--- config.mk ---
export PLATFORM = sky130hd
export DESIGN_NAME = mlft_ctrl
export DESIGN_NICKNAME = d
export VERILOG_FILES = /design/src/hdl/mlft_pkg.sv /design/src/hdl/mlft_ctrl.sv
export SDC_FILE = /design/constraint.sdc
export NUM_CORES = 1
export LEC_CHECK = 0
export ABC_AREA = 1
export ABC_CLOCK_PERIOD_IN_PS = 1550
export BUFFER_PORTS_ARGS = -buffer_cell sky130_fd_sc_hd__buf_2
export CORE_AREA = 5 5 42 44
export DETAILED_ROUTE_END_ITERATION = 12
export DIE_AREA = 0 0 47 49
export GPL_TIMING_DRIVEN = 0
export PLACE_DENSITY = 0.43
export SYNTH_ARGS = -nofsm -noshare
export SYNTH_HDL_FRONTEND = slang
export SYNTH_SLANG_ARGS = --single-unit
--- constraint.sdc ---
create_clock -name i_clk -period 1.55 [get_ports i_clk]
set_input_delay 0.2325 -clock i_clk [delete_from_list [all_inputs] [get_ports i_clk]]
set_output_delay 0.2325 -clock i_clk [all_outputs]
set_load 0.01 [all_outputs]
--- src/hdl/mlft_pkg.sv ---
// Package for the MAC learning forwarding table.
// Sizes, field widths, codes and the controller/datapath interface structs.
// No dependencies.
`default_nettype none
package mlft_pkg;

    localparam int TABLE_ENTRIES = 128;
    localparam int NUM_PORTS     = 4;

    localparam int IDX_W   = (TABLE_ENTRIES > 1) ? $clog2(TABLE_ENTRIES) : 1;
    localparam int ADDR_W  = $clog2(TABLE_ENTRIES + 1);
    localparam int PORT_W  = (NUM_PORTS > 1) ? $clog2(NUM_PORTS) : 1;

    localparam int FUNC_W   = 2;
    localparam int INPORT_W = 4;
    localparam int MAC_W    = 48;
    localparam int KIND_W   = 2;
    localparam int AGED_W   = 13;
    localparam int EXP_W    = 32;
    localparam int LIFE_W   = 16;
    localparam int FP_W     = INPORT_W + 1;
    localparam int ENT_W    = MAC_W + PORT_W + EXP_W;

    localparam int S_DATA_W = 104;
    localparam int M_DATA_W = 24;

    localparam logic [LIFE_W-1:0] LIFE_RESET = 16'd10;

    localparam logic [FUNC_W-1:0] FUNC_PKT   = 2'd0;
    localparam logic [FUNC_W-1:0] FUNC_TICK  = 2'd1;
    localparam logic [FUNC_W-1:0] FUNC_SWEEP = 2'd2;

    localparam logic [KIND_W-1:0] KIND_FORWARD = 2'd0;
    localparam logic [KIND_W-1:0] KIND_FLOOD   = 2'd1;
    localparam logic [KIND_W-1:0] KIND_SWEEP   = 2'd2;

    typedef struct packed {
        logic load;
        logic tick;
        logic scan;
        logic learn_wr;
        logic emit;
    } t_cmd;

    typedef struct packed {
        logic [FUNC_W-1:0]   in_func;
        logic                in_port_ok;
        logic                is_pkt;
        logic                scan_done;
        logic                out_free;
        logic                emit_last;
    } t_status;

endpackage
`default_nettype wire

--- src/hdl/mlft_ctrl.sv ---
// Controller state machine for the MAC table: sequences scan, learn write and emission.
// Depends on mlft_pkg.
`default_nettype none
module mlft_ctrl import mlft_pkg::*; (
    input  wire logic    i_clk,
    input  wire logic    i_rst_n,
    input  wire logic    i_valid,
    input  wire t_status i_stat,
    output logic         o_ready,
    output t_cmd         o_cmd
);
    localparam logic [1:0] S_IDLE = 2'd0;
    localparam logic [1:0] S_SCAN = 2'd1;
    localparam logic [1:0] S_LWR  = 2'd2;
    localparam logic [1:0] S_EMIT = 2'd3;

    logic [1:0] r_state, n_state;

    assign o_ready = (r_state == S_IDLE);

    always_comb begin
        o_cmd   = '0;
        n_state = r_state;
        case (r_state)
            S_IDLE: begin
                if (i_valid) begin
                    case (i_stat.in_func)
                        FUNC_TICK: o_cmd.tick = 1'b1;
                        FUNC_PKT: begin
                            if (i_stat.in_port_ok) begin
                                o_cmd.load = 1'b1;
                                n_state    = S_SCAN;
                            end
                        end
                        FUNC_SWEEP: begin
                            o_cmd.load = 1'b1;
                            n_state    = S_SCAN;
                        end
                        default: ;
                    endcase
                end
            end
            S_SCAN: begin
                o_cmd.scan = 1'b1;
                if (i_stat.scan_done) begin
                    n_state = i_stat.is_pkt ? S_LWR : S_EMIT;
                end
            end
            S_LWR: begin
                o_cmd.learn_wr = 1'b1;
                n_state        = S_EMIT;
            end
            S_EMIT: begin
                if (i_stat.out_free) begin
                    o_cmd.emit = 1'b1;
                    if (i_stat.emit_last) begin
                        n_state = S_IDLE;
                    end
                end
            end
            default: n_state = S_IDLE;
        endcase
    end

    always_ff @(posedge i_clk) begin
        if (!i_rst_n) begin
            r_state <= S_IDLE;
        end else begin
            r_state <= n_state;
        end
    end
endmodule
`default_nettype wire

==> implementation parameters <==
Parameter                              Value

Timing
  Fin worst setup slack    144 ps
  # setup viols final    0
  Tightest Pin Transition    213 ps
  Worst slack on hold paths    246 ps
  Setup skew after layout    4.61 ps
  Number of hold violations in the final report    0
  F_max    711 MHz
  Time the worst path needs with I/O delays and setup    1410 ps
  Final-report max-slew violation count    0
  RSZ-0062 raised after global routing    no
  Post-route clock period utilization    0.907
  Tightest slew margin relative to the limit    0.858
  Final setup TNS    0 ps

Power and ir drop
  Switching Fraction    0.461
  Internal power summed over all cells    0.320 mW
  Final Power    0.593 mW
  PwrDens    1580 mW/mm^2
  IR drop worst, VDD    0.000595 V
  Clock group share of total power    0.189
  Combinational power share    0.617
  Reg power frac    0.194
  Power dissipated by switching net loads    0.273 mW
  Leakage power figure    0.235 nW

Detailed routing
  Number of detailed-route iterations in the first pass    2
  Detailed-route wire length    552 um
  Average routed wire per standard cell    7.17 um
  Antenna violation net count after detailed routing    0
  Number of vias per cell    3.38
  Vias    260
  Initial detailed-routing violation count    2
  DRC errors left    0

Global route
  Global route total overflow    0
  Vias in the first global route    229
  Initial antenna violation count    0
  Total routing usage reported by global routing    0.0591
  Global-route wire length before repair    1010 um
  Maximum number of pins on one net before global-route repair    6

Yosys
  Number of synthesized register bits    2
  Proportion of synthesized chip area in sequential cells    0.156
  Synth Instances    43
  Mean Syn Cell Area    5.97 um^2
  Net Count, Synth    58
  Yosys cell types    12
  Post-synthesis cell area    256 um^2
  Total of warnings raised by yosys    0

CTS
  Depth of the CTS H-tree    1
  Post-CTS Hold Buffers    0
  Number of clock buffers inserted by TritonCTS    3
  Clock latency of the later-clocked register in the worst-skew pair    220 ps
  Clock Root Buffer    clkbuf_4
  CTS tree    yes
  Clk sinks    2
  Maximum buffer depth of the clock tree    2
  Clock-pin slew of the registers on the worst-case setup and hold paths    30 ps

Placement
  Placed Instances    74
  Placed Area    352 um^2
  Number of buffers added on ports    15
  Place WS    292 ps
  Final RePlAce weighted congestion    0.712
  Post-DP HPWL    454 um

Layout
  Final #Nets    78
  Biggest register    r_state
  Leading cell types in the layout, fill and taps excluded    buf_2 (15), nand2_1 (11), inv_1 (6), nor2_1 (6), ha_1 (4)
  Final Non-Filler Cells    77
  Layout cell share with drive strength beyond 1    0.410
  Final cell utilization of the core    0.269
  Number of fillers in the final layout    165
  P&R area growth vs syn    46.8%
  Finished layout cell area    377 um^2
  Flip-flop count of the largest register, all copies and words added    2
  Leading cell type in the layout, fill and taps excluded    buf_2
  Largest registers in the final layout    r_state (2)
  Ant diodes    0

Critical path
  Endpoint type of the worst setup path    output port
  Critical path cell sequence    inv_2 > ha_2 > inv_1 > nor2_1 > buf_2
  Buffer and inverter count on the worst path    3
  Minimum setup slack among reg-to-reg paths    360 ps
  Family with the most delay on the worst path    flip-flops
  Worst setup path category    reg -> out
  Worst path arrival time    1170 ps
  Data required time of the critical path    1320 ps
  Slowest-stage cell, CP    dfxtp_1
  Startpoint type of the worst setup path    flop
  Delay of the slowest critical-path stage    410 ps
  Max FO, Critical Path    5

Floorplanning
  Std cell rows    14
  Die area    0.00230 mm^2
  Core footprint    0.00140 mm^2
  Starting density of the core    0.183
  Die extent in x    47 um
  Die boundary height    49 um
  Ports placed on the boundary    16

Worst hold path
  Path class of the lowest-slack min-delay path    in -> reg

Outcome
  Run status    complete, no violations

Job
  Max-capacitance violation count    0
==> worst reg2reg max path, stage by stage, from the launching register on <==
cell,delay (ps)
dfxtp_1,420
inv_2,80
ha_1,210
nand2_1,70
nand2_1,60
inv_2,70
nand3_1,70
nand2_1,50
nor2_1,30
==> power groups by stage <==
stage | registers (mW) | clock network (mW) | logic [mW]
2_1_floorplan | 0.101 | 0 | 0.279
3_3_place_gp | 0.113 | 0 | 0.364
3_5_place_dp | 0.111 | 0 | 0.364
4_1_cts | 0.111 | 0.117 | 0.367
5_1_grt | 0.124 | 0.125 | 0.439
6_report | 0.115 | 0.112 | 0.366
==> cells by family (layout without fill, tap and decap cells) <==
group | Yosys count | count (layout) | share of synthesized area
DFF | 2 | 2 | 0.156
adders and majority gates | 5 | 5 | 0.244
AOI/OAI and AO/OA | 2 | 2 | 0.0390
and+or+nand+nor | 23 | 23 | 0.400
buffers and inverters | 11 | 29 | 0.161
==> per-layer routing <==
metal	GRT usage	up-vias	wire length (um)
met5	0	-	0
met4	0	0	0
met3	0.0443	0	62
met2	0.0633	9	191
met1	0.0963	87	298
li1	-	164	-
==> cells in the mapped netlist <==
cell type	number	area (um^2)
clkinv_1	2	7.51
ha_1	5	62.6
a21oi_1	2	10.0
nand2_4	1	11.3
nor2_2	1	6.26
nand2_1	11	41.3
nor2_1	6	22.5
dfxtp_1	2	40.0
nand2_2	1	6.26
inv_1	8	30.0
inv_2	1	3.75
nand3_1	3	15.0
==> area by class of cell <==
class | instances | area, um^2 | share of cell area
clock buffers | 3 | 22.5 | 0.0598
inverters | 11 | 41.3 | 0.110
multi-input cells | 30 | 178 | 0.472
flip-flops and latches | 2 | 40.0 | 0.106
well taps | 16 | 20.0 | 0.0532
repair buffers | 15 | 75.1 | 0.199
==> final timing paths <==
path | startpoint | end | cells past startpoint
max | r_state[0] | o_cmd[4] | 5
min | i_rst_n | r_state[0] | 3
max reg2reg | r_state[1] | r_state[1] | 8
min reg2reg | r_state[0] | r_state[0] | 2
==> repair_timing <==
item,4_1_cts,5_1_grt
hold endpoints to repair,0,0
buffers inserted,0,0
setup endpoints to repair,0,2
resized for setup,0,3
Power figures use the tool's default switching activity.
